$ cat src/hw/rtl/cdhi_pkg.sv
// ----------------------------------------------------------------------------
// cdhi_pkg: CD-ROM host interface shared definitions
// Types, codes and sizes used by the host register interface modules.
// ----------------------------------------------------------------------------
`default_nettype none

package cdhi_pkg;

    // FIFO sizes
    localparam int PARAM_DEPTH    = 16;
    localparam int RESPONSE_DEPTH = 16;

    localparam int PARAM_IDX_W = $clog2(PARAM_DEPTH);
    localparam int PARAM_CNT_W = $clog2(PARAM_DEPTH + 1);
    localparam int RESP_PTR_W  = $clog2(RESPONSE_DEPTH);
    localparam int RESP_LEN_W  = $clog2(RESPONSE_DEPTH + 1);

    // Configuration register indexes
    localparam int CFG_IDX_W = 1;
    localparam logic [CFG_IDX_W-1:0] CFG_DRIVE_STATUS = 1'b0;
    localparam logic [CFG_IDX_W-1:0] CFG_VERSION      = 1'b1;

    localparam logic [7:0]  DRIVE_STATUS_RST = 8'h12;
    localparam logic [31:0] VERSION_RST      = 32'h9806_10C3;

    // Host access kind
    localparam logic OP_READ  = 1'b0;
    localparam logic OP_WRITE = 1'b1;

    // Byte ports
    localparam logic [1:0] PORT_STATUS = 2'd0;
    localparam logic [1:0] PORT_CMD    = 2'd1;
    localparam logic [1:0] PORT_PARAM  = 2'd2;
    localparam logic [1:0] PORT_IRQ    = 2'd3;

    localparam logic [1:0] BANK_0 = 2'd0;
    localparam logic [1:0] BANK_1 = 2'd1;

    // Commands
    localparam logic [7:0] CMD_GETSTAT   = 8'h01;
    localparam logic [7:0] CMD_TEST      = 8'h19;
    localparam logic [7:0] TEST_VERSION  = 8'h20;

    // Interrupt codes
    localparam logic [4:0] IRQ_ACK   = 5'd3;
    localparam logic [4:0] IRQ_ERROR = 5'd5;
    localparam logic [4:0] IRQ_MASK  = 5'h1f;
    localparam logic [2:0] IRQ_RD_PAD = 3'b111;

    localparam int SHELL_OPEN_BIT = 4;

    // FIFO status bit positions
    localparam int ST_EMPTY = 0;
    localparam int ST_READY = 1;
    localparam int ST_RESP  = 2;

    typedef struct packed {
        logic       opcode;
        logic [1:0] port;
        logic [7:0] write_data;
    } t_item;

    typedef struct packed {
        logic [7:0] read_data;
        logic       irq_request;
    } t_result;

    typedef struct packed {
        logic                 en;
        logic [CFG_IDX_W-1:0] index;
        logic [31:0]          data;
    } t_cfg_wr;

endpackage

`default_nettype wire

$ cat src/hw/rtl/cdhi_intf.sv
// ----------------------------------------------------------------------------
// cdhi_intf: CD-ROM host interface channel interfaces
// Valid/ready channels for host accesses, results and configuration writes.
// ----------------------------------------------------------------------------
`default_nettype none

interface cdhi_in_if;
    logic       valid;
    logic       ready;
    logic       opcode;
    logic [1:0] port;
    logic [7:0] write_data;

    modport source (output valid, output opcode, output port, output write_data,
                    input ready);
    modport sink   (input valid, input opcode, input port, input write_data,
                    output ready);
endinterface

interface cdhi_out_if;
    logic       valid;
    logic       ready;
    logic [7:0] read_data;
    logic       irq_request;

    modport source (output valid, output read_data, output irq_request, input ready);
    modport sink   (input valid, input read_data, input irq_request, output ready);
endinterface

interface cdhi_cfg_if;
    logic        valid;
    logic        ready;
    logic [0:0]  index;
    logic [31:0] data;

    modport source (output valid, output index, output data, input ready);
    modport sink   (input valid, input index, input data, output ready);
endinterface

`default_nettype wire

$ cat src/hw/rtl/cdhi_in_stage.sv
// ----------------------------------------------------------------------------
// cdhi_in_stage: input register
// Holds one accepted host access until the core takes it.
// ----------------------------------------------------------------------------
`default_nettype none

module cdhi_in_stage
    import cdhi_pkg::*;
(
    input  wire logic  i_clk,
    input  wire logic  i_rst_n,
    input  wire logic  i_valid,
    output logic       o_ready,
    input  wire t_item i_item,
    input  wire logic  i_out_free,   // result register can load this cycle
    output logic       o_fire,       // word handed to core
    output t_item      o_item
);

    logic  r_valid;
    t_item r_item;

    assign o_fire  = r_valid && i_out_free;
    assign o_ready = !r_valid || o_fire;
    assign o_item  = r_item;

    always_ff @(posedge i_clk) begin
        if (!i_rst_n) begin
            r_valid <= 1'b0;
        end else if (o_ready) begin
            r_valid <= i_valid;
        end
    end

    always_ff @(posedge i_clk) begin
        if (o_ready && i_valid) begin
            r_item <= i_item;
        end
    end

endmodule

`default_nettype wire

$ cat src/hw/rtl/cdhi_core.sv
// ----------------------------------------------------------------------------
// cdhi_core: register file and command logic
// Bank, FIFOs, interrupt registers; one access processed per fire.
// ----------------------------------------------------------------------------
`default_nettype none

module cdhi_core
    import cdhi_pkg::*;
(
    input  wire logic    i_clk,
    input  wire logic    i_rst_n,
    input  wire t_cfg_wr i_cfg_wr,
    input  wire logic    i_fire,
    input  wire t_item   i_item,
    output t_result      o_result
);

    // config
    logic [7:0]  r_drive_status;
    logic [31:0] r_version;

    // control state
    logic [1:0]             r_bank,        n_bank;
    logic [2:0]             r_fifo_st,     n_fifo_st;
    logic [PARAM_CNT_W-1:0] r_param_count, n_param_count;
    logic [RESP_LEN_W-1:0]  r_resp_len,    n_resp_len;
    logic [RESP_PTR_W-1:0]  r_resp_ptr,    n_resp_ptr;
    logic [4:0]             r_irq_flags,   n_irq_flags;
    logic [4:0]             r_irq_en,      n_irq_en;
    logic [7:0]             r_request,     n_request;
    logic                   r_shell_clr,   n_shell_clr;

    // stores, no reset
    logic [7:0] r_param_mem [PARAM_DEPTH];
    logic [7:0] r_resp_mem  [RESPONSE_DEPTH];

    logic                  param_wr;
    logic                  resp_wr_stat;
    logic                  resp_wr_ver;
    logic [7:0]            stat_byte;
    logic [RESP_LEN_W-1:0] ptr_inc;
    logic                  is_cmd;
    logic                  is_getstat;
    logic                  is_test_ok;

    always_ff @(posedge i_clk) begin
        if (!i_rst_n) begin
            r_drive_status <= DRIVE_STATUS_RST;
            r_version      <= VERSION_RST;
        end else if (i_cfg_wr.en) begin
            unique case (i_cfg_wr.index)
                CFG_DRIVE_STATUS: r_drive_status <= i_cfg_wr.data[7:0];
                CFG_VERSION:      r_version      <= i_cfg_wr.data;
                default:          ;
            endcase
        end
    end

    assign is_cmd     = (i_item.opcode == OP_WRITE) && (i_item.port == PORT_CMD)
                        && (r_bank == BANK_0);
    assign is_getstat = is_cmd && (i_item.write_data == CMD_GETSTAT);
    assign is_test_ok = is_cmd && (i_item.write_data == CMD_TEST)
                        && (r_param_count == PARAM_CNT_W'(1))
                        && (r_param_mem[0] == TEST_VERSION);

    always_comb begin
        stat_byte = r_drive_status;
        if (r_shell_clr) begin
            stat_byte[SHELL_OPEN_BIT] = 1'b0;
        end
    end

    assign ptr_inc = RESP_LEN_W'(r_resp_ptr) + RESP_LEN_W'(1);

    always_comb begin
        n_bank        = r_bank;
        n_fifo_st     = r_fifo_st;
        n_param_count = r_param_count;
        n_resp_len    = r_resp_len;
        n_resp_ptr    = r_resp_ptr;
        n_irq_flags   = r_irq_flags;
        n_irq_en      = r_irq_en;
        n_request     = r_request;
        n_shell_clr   = r_shell_clr;
        param_wr      = 1'b0;
        resp_wr_stat  = 1'b0;
        resp_wr_ver   = 1'b0;
        o_result      = '0;

        if (i_item.opcode == OP_READ) begin
            case (i_item.port)
                PORT_STATUS: o_result.read_data = {2'b00, r_fifo_st, 1'b0, r_bank};
                PORT_CMD: begin
                    o_result.read_data = r_resp_mem[r_resp_ptr];
                    if (ptr_inc >= r_resp_len) begin
                        n_fifo_st[ST_RESP] = 1'b0;
                    end
                    if (ptr_inc == RESP_LEN_W'(RESPONSE_DEPTH)) begin
                        n_resp_ptr = '0;
                    end else begin
                        n_resp_ptr = ptr_inc[RESP_PTR_W-1:0];
                    end
                end
                PORT_IRQ: begin
                    if (!r_bank[0]) begin
                        o_result.read_data = {3'b000, r_irq_en};
                    end else begin
                        o_result.read_data = {IRQ_RD_PAD, r_irq_flags};
                    end
                end
                default: ;
            endcase
        end else begin
            case (i_item.port)
                PORT_STATUS: n_bank = i_item.write_data[1:0];
                PORT_CMD: begin
                    if (r_bank == BANK_0) begin
                        // command completion
                        n_param_count       = '0;
                        n_resp_ptr          = '0;
                        n_fifo_st[ST_EMPTY] = 1'b1;
                        n_fifo_st[ST_READY] = 1'b1;
                        if (is_getstat) begin
                            resp_wr_stat      = 1'b1;
                            n_resp_len        = RESP_LEN_W'(1);
                            n_shell_clr       = 1'b1;
                            n_irq_flags       = r_irq_flags | IRQ_ACK;
                            n_fifo_st[ST_RESP] = 1'b1;
                        end else if (is_test_ok) begin
                            resp_wr_ver       = 1'b1;
                            n_resp_len        = RESP_LEN_W'(4);
                            n_irq_flags       = r_irq_flags | IRQ_ACK;
                            n_fifo_st[ST_RESP] = 1'b1;
                        end else begin
                            n_resp_len        = '0;
                            n_irq_flags       = r_irq_flags | IRQ_ERROR;
                            n_fifo_st[ST_RESP] = 1'b0;
                        end
                        o_result.irq_request = |(n_irq_flags & r_irq_en);
                    end
                end
                PORT_PARAM: begin
                    if (r_bank == BANK_0) begin
                        if (r_param_count < PARAM_CNT_W'(PARAM_DEPTH)) begin
                            param_wr            = 1'b1;
                            n_param_count       = r_param_count + PARAM_CNT_W'(1);
                            n_fifo_st[ST_EMPTY] = 1'b0;
                            if (n_param_count == PARAM_CNT_W'(PARAM_DEPTH)) begin
                                n_fifo_st[ST_READY] = 1'b0;
                            end
                        end
                    end else if (r_bank == BANK_1) begin
                        n_irq_en = i_item.write_data[4:0] & IRQ_MASK;
                    end
                end
                default: begin
                    if (r_bank == BANK_0) begin
                        n_request = i_item.write_data;
                    end else if (r_bank[0]) begin
                        n_irq_flags = r_irq_flags & ~i_item.write_data[4:0];
                    end
                end
            endcase
        end
    end

    always_ff @(posedge i_clk) begin
        if (!i_rst_n) begin
            r_bank        <= '0;
            r_fifo_st     <= 3'b011;
            r_param_count <= '0;
            r_resp_len    <= '0;
            r_resp_ptr    <= '0;
            r_irq_flags   <= '0;
            r_irq_en      <= '0;
            r_request     <= '0;
            r_shell_clr   <= 1'b0;
        end else if (i_fire) begin
            r_bank        <= n_bank;
            r_fifo_st     <= n_fifo_st;
            r_param_count <= n_param_count;
            r_resp_len    <= n_resp_len;
            r_resp_ptr    <= n_resp_ptr;
            r_irq_flags   <= n_irq_flags;
            r_irq_en      <= n_irq_en;
            r_request     <= n_request;
            r_shell_clr   <= n_shell_clr;
        end
    end

    always_ff @(posedge i_clk) begin
        if (i_fire && param_wr) begin
            r_param_mem[r_param_count[PARAM_IDX_W-1:0]] <= i_item.write_data;
        end
        if (i_fire && resp_wr_stat) begin
            r_resp_mem[0] <= stat_byte;
        end
        if (i_fire && resp_wr_ver) begin
            r_resp_mem[0] <= r_version[31:24];
            r_resp_mem[1] <= r_version[23:16];
            r_resp_mem[2] <= r_version[15:8];
            r_resp_mem[3] <= r_version[7:0];
        end
    end

    // empty flag tracks the parameter count
    a_empty_flag: assert property (@(posedge i_clk) disable iff (!i_rst_n)
        r_fifo_st[ST_EMPTY] == (r_param_count == '0))
        else $error("param empty flag out of step with count");

    // ready flag drops only when the parameter FIFO is full
    a_ready_flag: assert property (@(posedge i_clk) disable iff (!i_rst_n)
        r_fifo_st[ST_READY] == (r_param_count != PARAM_CNT_W'(PARAM_DEPTH)))
        else $error("param ready flag out of step with count");

    // pending response means the pointer has not passed the length
    a_resp_flag: assert property (@(posedge i_clk) disable iff (!i_rst_n)
        r_fifo_st[ST_RESP] |-> (RESP_LEN_W'(r_resp_ptr) < r_resp_len))
        else $error("response flag set with pointer past length");

    // a command empties the parameter FIFO
    a_cmd_clear: assert property (@(posedge i_clk) disable iff (!i_rst_n)
        (i_fire && is_cmd) |=> (r_param_count == '0))
        else $error("parameter FIFO not cleared by command");

endmodule

`default_nettype wire

$ cat src/hw/rtl/cdhi_out_stage.sv
// ----------------------------------------------------------------------------
// cdhi_out_stage: result register
// Holds one result word until the host side takes it.
// ----------------------------------------------------------------------------
`default_nettype none

module cdhi_out_stage
    import cdhi_pkg::*;
(
    input  wire logic    i_clk,
    input  wire logic    i_rst_n,
    input  wire logic    i_load,
    input  wire t_result i_result,
    output logic         o_free,
    output logic         o_valid,
    input  wire logic    i_ready,
    output t_result      o_result
);

    logic    r_valid;
    t_result r_result;

    assign o_free   = !r_valid || i_ready;
    assign o_valid  = r_valid;
    assign o_result = r_result;

    always_ff @(posedge i_clk) begin
        if (!i_rst_n) begin
            r_valid <= 1'b0;
        end else if (o_free) begin
            r_valid <= i_load;
        end
    end

    always_ff @(posedge i_clk) begin
        if (i_load) begin
            r_result <= i_result;
        end
    end

endmodule

`default_nettype wire

$ cat src/hw/rtl/cdrom_controller_host_interface_unit.sv
// ----------------------------------------------------------------------------
// cdrom_controller_host_interface_unit: CD-ROM controller host registers
// Four byte ports behind a bank index; parameter and response FIFOs,
// interrupt flags and enables, Getstat and Test version commands.
// ----------------------------------------------------------------------------
// Path: an accepted access word passes the input register, the core logic
//   and the result register. Throughput: one access word per cycle while the
//   result register is free; the core updates all of its state in one pass per word.
// Reset (i_rst_n, synchronous, active low): clears valids, bank, FIFO
//   counts, interrupt registers and restores config defaults; the FIFO
//   stores are not cleared and hold unknown data until written.
`default_nettype none

module cdrom_controller_host_interface_unit
    import cdhi_pkg::*;
(
    input  wire logic  i_clk,
    input  wire logic  i_rst_n,
    cdhi_in_if.sink    i_item,
    cdhi_out_if.source o_result,
    cdhi_cfg_if.sink   i_cfg
);

    t_item   in_item;
    t_item   core_item;
    t_result core_result;
    t_result out_result;
    t_cfg_wr cfg_wr;
    logic    fire;
    logic    out_free;

    // config writes are taken at once
    assign i_cfg.ready  = 1'b1;
    assign cfg_wr.en    = i_cfg.valid;
    assign cfg_wr.index = i_cfg.index;
    assign cfg_wr.data  = i_cfg.data;

    assign in_item.opcode     = i_item.opcode;
    assign in_item.port       = i_item.port;
    assign in_item.write_data = i_item.write_data;

    // input register
    cdhi_in_stage u_in (
        .i_clk      (i_clk),
        .i_rst_n    (i_rst_n),
        .i_valid    (i_item.valid),
        .o_ready    (i_item.ready),
        .i_item     (in_item),
        .i_out_free (out_free),
        .o_fire     (fire),
        .o_item     (core_item)
    );

    // state and command logic, single pass per word
    cdhi_core u_core (
        .i_clk    (i_clk),
        .i_rst_n  (i_rst_n),
        .i_cfg_wr (cfg_wr),
        .i_fire   (fire),
        .i_item   (core_item),
        .o_result (core_result)
    );

    // result register, free while empty or while the sink takes the current word
    cdhi_out_stage u_out (
        .i_clk    (i_clk),
        .i_rst_n  (i_rst_n),
        .i_load   (fire),
        .i_result (core_result),
        .o_free   (out_free),
        .o_valid  (o_result.valid),
        .i_ready  (o_result.ready),
        .o_result (out_result)
    );

    assign o_result.read_data   = out_result.read_data;
    assign o_result.irq_request = out_result.irq_request;

endmodule

`default_nettype wire

$ cat src/flat_wrapper.sv
// flat-port wrapper written by rule: the top's interface ports become plain ports
module cdrom_controller_host_interface_unit_flat import cdhi_pkg::*;
  (i_clk, i_rst_n, i_item_valid, i_item_opcode, i_item_port, i_item_write_data, i_item_ready, o_result_valid, o_result_read_data, o_result_irq_request, o_result_ready, i_cfg_valid, i_cfg_index, i_cfg_data, i_cfg_ready);
  cdhi_in_if i_item_i ();
  cdhi_out_if o_result_i ();
  cdhi_cfg_if i_cfg_i ();
  input  wire logic i_clk;
  input  wire logic i_rst_n;
  input wire logic [$bits(i_item_i.valid)-1:0] i_item_valid;
  input wire logic [$bits(i_item_i.opcode)-1:0] i_item_opcode;
  input wire logic [$bits(i_item_i.port)-1:0] i_item_port;
  input wire logic [$bits(i_item_i.write_data)-1:0] i_item_write_data;
  output wire logic [$bits(i_item_i.ready)-1:0] i_item_ready;
  output wire logic [$bits(o_result_i.valid)-1:0] o_result_valid;
  output wire logic [$bits(o_result_i.read_data)-1:0] o_result_read_data;
  output wire logic [$bits(o_result_i.irq_request)-1:0] o_result_irq_request;
  input wire logic [$bits(o_result_i.ready)-1:0] o_result_ready;
  input wire logic [$bits(i_cfg_i.valid)-1:0] i_cfg_valid;
  input wire logic [$bits(i_cfg_i.index)-1:0] i_cfg_index;
  input wire logic [$bits(i_cfg_i.data)-1:0] i_cfg_data;
  output wire logic [$bits(i_cfg_i.ready)-1:0] i_cfg_ready;
  assign i_item_i.valid = i_item_valid;
  assign i_item_i.opcode = i_item_opcode;
  assign i_item_i.port = i_item_port;
  assign i_item_i.write_data = i_item_write_data;
  assign i_item_ready = i_item_i.ready;
  assign o_result_valid = o_result_i.valid;
  assign o_result_read_data = o_result_i.read_data;
  assign o_result_irq_request = o_result_i.irq_request;
  assign o_result_i.ready = o_result_ready;
  assign i_cfg_i.valid = i_cfg_valid;
  assign i_cfg_i.index = i_cfg_index;
  assign i_cfg_i.data = i_cfg_data;
  assign i_cfg_ready = i_cfg_i.ready;
  cdrom_controller_host_interface_unit u_core (.i_clk(i_clk), .i_rst_n(i_rst_n), .i_item(i_item_i), .o_result(o_result_i), .i_cfg(i_cfg_i));
endmodule
$ cat config.mk
export PLATFORM = sky130hd
export DESIGN_NAME = cdrom_controller_host_interface_unit_flat
export DESIGN_NICKNAME = d
export VERILOG_FILES = /design/src/hw/rtl/cdhi_pkg.sv /design/src/hw/rtl/cdhi_intf.sv /design/src/hw/rtl/cdhi_in_stage.sv /design/src/hw/rtl/cdhi_core.sv /design/src/hw/rtl/cdhi_out_stage.sv /design/src/hw/rtl/cdrom_controller_host_interface_unit.sv /design/src/flat_wrapper.sv
export SDC_FILE = /design/constraint.sdc
export NUM_CORES = 1
export LEC_CHECK = 0
export ABC_AREA = 1
export BUFFER_PORTS_ARGS = -buffer_cell sky130_fd_sc_hd__buf_2
export CAP_MARGIN = 20
export CELL_PAD_IN_SITES_DETAIL_PLACEMENT = 0
export CELL_PAD_IN_SITES_GLOBAL_PLACEMENT = 2
export CORE_UTILIZATION = 37
export CTS_BUF_LIST = sky130_fd_sc_hd__clkbuf_16
export DETAILED_ROUTE_END_ITERATION = 8
export PLACE_DENSITY = 0.77
export SETUP_SLACK_MARGIN = 0.2
export SLEW_MARGIN = 20
export SYNTH_ARGS = -nofsm -noshare
export SYNTH_HDL_FRONTEND = slang
export SYNTH_SLANG_ARGS = --single-unit
$ cat constraint.sdc
create_clock -name i_clk -period 2.9 [get_ports i_clk]
set_input_delay 0.29 -clock i_clk [delete_from_list [all_inputs] [get_ports i_clk]]
set_output_delay 0.29 -clock i_clk [all_outputs]
set_load 0.01 [all_outputs]
==> results by group <==
Route
  • Vias: 4,057
  • Residual DRC: 0
  • Initial DRC Count: 325
  • DR WL/cell: 15.0 um
  • Drt first pass iters: 5
  • WL final: 12.5 mm
  • Mean number of vias per cell: slightly below 5
  • ANT nets after route: 0

Power
  • P per Cell Area: 640 mW/mm2
  • Leak pwr: 2.62 nW
  • Clock Power Share: 44.1%
  • Tot Pwr: slightly above 4 mW
  • P_sw: 0.914 mW
  • Seq pwr share: 50.4%
  • Peak VDD IR: 0.373 mV
  • Comb pwr share: under 10%
  • Sw frac: between 20% and 30%
  • Internal Power: 3.12 mW

Yosys
  • Most frequent cell after synthesis: nand2_1
  • Number of synthesized register bits: 131
  • YS warnings: 0
  • Compound-cell area share of the yosys netlist: between 10% and 20%
  • Xor and xnor area share after synthesis: less than 1%
  • Mapped Cells: 580
  • Register area share after synthesis: between 60% and 70%
  • Netlist cell types: 37
  • Top cells by count, synth: nand2_1 (107), nor2_1 (97), dfxtp_1 (71)
  • Ranking of synthesized cells by area: edfxtp_1 (34%), dfxtp_1 (27%), nand2_1 (7.5%)
  • Top FF cell, synth: dfxtp_1
  • Largest family of logic cells by synthesized area: simple AND/OR/NAND/NOR gates
  • Synthesized Nets: 639
  • Adder-cell share of the synthesized area: 2.35%
  • Yosys top cell by area: edfxtp_1
  • Post-synth ARST share: 0%
  • Mean Syn Cell Area: 9.20 um2
  • Mapped Area: around 0.0053 mm2
  • Post-synthesis mux area share: 0%
  • Yosys top cell area share: 33.8%
  • Number of enable flip-flop cells after synthesis: 60
  • Synth Area in Simple Gates: 21.0%

CTS
  • Clk_lat worst skew: ~0.42 ns
  • Num CTS Buffers: 17
  • Clk slew on worst S/H paths: 0.06 ns
  • # resized after CTS: 0
  • Clock Tree Root: clkbuf_16
  • CTS Hold Buffers Added: 0
  • # H-tree levels: 4
  • CTS tree: built
  • Maximum buffer depth of the clock tree: 2
  • Post CTS Setup Buffer Count: 0
  • Clk sinks: roughly 130

Min path
  • Type of the worst min-delay path: in -> reg

Cells and area
  • Share of cells above drive strength 1: 16.9%
  • # diodes: 0
  • Final Non-Filler Cells: 837
  • Nets: 704
  • Final Cell Area: approximately 0.0063 mm2
  • P&R area growth vs syn: 18.3%

Worst setup path
  • Crit-path cells: nor2_4 > nand2_2 > nor2_2 > nand3_2 > inv_2 > nand2_4 > clkinv_4 > nand2_1 > nand2_1
  • Max stage delay cell, worst path: dfxtp_1
  • WS Path Type: reg -> reg
  • CP Capture Type: flip-flop
  • CP most frequent cell: nand2_1
  • Kind of cell adding the most delay to the critical path: simple AND/OR/NAND/NOR gates
  • Worst setup SP type: flip-flop
  • CP arrival: roughly 2.1 ns
  • Worst Path Buf+Inv: 2
  • Crit path max fanout: 32
  • Biggest cell delay along the critical path: 0.66 ns
  • Worst EP required: 3.06 ns

Timing
  • RSZ-0062 raised after global routing: false
  • Hold_ws: 0.0401 ns
  • Worst rel slew slack: 58.7%
  • Slew @ Worst Pin: 0.619 ns
  • Sum Neg Setup Slack: 0 ns
  • Final Critical Period: 1.96 ns
  • Final hold vios: 0
  • Fmax: 511 MHz
  • Period Utilization, post-route: 67.5%
  • Final Skew: around 0.0086 ns
  • Final setup violation count: 0
  • Fin. max-slew vios: 0

Flow run
  • Max-Cap Viols: 0

Place
  • PortBufs: 59
  • Final Wtd Congestion: 0.783
  • Dpl hpwl: 8.85 mm
  • Area after DPL: 0.00582 mm2
  • Dpl cells: slightly above 800

GRT
  • Largest net degree at the start of global routing: 33
  • First-pass GRT wire length: 20.2 mm
  • Vias in the first global route: approximately 3,800
  • Initial antenna violation count: 0
  • GRT Total Usage: 18.5%
  • Global route total overflow: 0

Die
  • Die area: 0.0149 mm2
  • Starting Density: between 30% and 40%
  • CORE AREA: 0.0140 mm2
  • Die height: approximately 120 um
  • Cell Rows: 43
  • IO Pins: 61
  • Die Width: 122 um

Outcome
  • Status: completed
==> cell families (layout without fill, tap and decap cells) <==
family,Yosys count,count (layout)
flip-flops,131,131
AO/OA/AOI/OAI,104,104
other,1,1
XOR/XNOR,4,4
AND/OR/NAND/NOR,263,263
buffers and inverters,67,144
adder cells (fa/ha/maj),10,10
==> sequential cells by signal (all words and copies together), names as in the netlist, 5 cells and up, named ones only <==
register,flops
u_core.u_core.r_resp_mem,32
u_core.u_core.r_version,32
u_core.u_in.o_item,11
u_core.u_out.o_result,9
u_core.u_core.r_drive_status,8
u_core.u_core.r_param_mem,8
u_core.u_core.r_irq_en,5
u_core.u_core.r_irq_flags,5
u_core.u_core.r_param_count,5
==> layout by cell type (no fill, tap or decap), types with 10 or more instances in the layout <==
cell and instances:
nand2_1 107, nor2_1 97, dfxtp_1 71, edfxtp_1 60, buf_2 59, o21ai_0 53, inv_1 44, nand3_1 37
a21oi_1 34, clkbuf_16 17, ha_1 10
==> per-stage QoR <==
step	setup slack (ns)	utilization, %
finish	0.943	45.1
global route	0.728	45.1
CTS	0.923	45.1
detailed placement	0.935	41.6
global placement	1.01	41.6
floorplan	1.00	-
==> area by class of cell <==
cell class	count	area [um2]
multi-input combinational	382	1850
timing repair buffer	65	340
inverter	48	185
sequential	131	3220
clock buffer	17	425
fill	1393	7680
tap	180	225
clock inverter	14	62.6
==> path summary, 6_finish.rpt <==
check / depth (start not counted) / start / endpoint / slack (ns)
worst max-delay path: 9 / u_core.u_core.r_bank[0] / u_core.u_core.r_resp_mem[0][4] / 0.94
worst min-delay path: 1 / i_item_write_data[1] / u_core.u_in.o_item[1] / 0.04
worst max register to register: 9 / u_core.u_core.r_bank[0] / u_core.u_core.r_resp_mem[0][4] / 0.94
worst min register to register: 0 / u_core.u_core.r_version[0] / u_core.u_core.r_resp_mem[3][0] / 0.43
==> power groups by stage <==
| stage | Sequential (mW) | Combinational, mW | Clock (mW) |
|---|---|---|---|
| 2_1_floorplan | 2.06 | 0.137 | 0 |
| 3_3_place_gp | 2.07 | 0.220 | 0 |
| 3_5_place_dp | 2.07 | 0.223 | 0 |
| 4_1_cts | 2.03 | 0.224 | 1.84 |
| 5_1_grt | 2.04 | 0.253 | 1.91 |
| 6_report | 2.03 | 0.221 | 1.78 |
==> worst register-to-register path, cell delays in order (launching register included) <==
cell      delay (ns)
dfxtp_1         0.66
nor2_4          0.08
nand2_2         0.14
nor2_2          0.06
nand3_2         0.12
inv_2           0.06
nand2_4         0.13
clkinv_4        0.24
nand2_1         0.14
nand2_1         0.08
==> layer usage <==
layer	GRT usage (%)	vias to the layer above	share of wire [%]
met5	0	-	0
met4	7.55	0	1.6
met2	24.6	93	40
met3	4.78	14	4.1
li1	-	2070	-
met1	28.0	1880	55
Note: power is estimated with default switching activity, not from simulation.
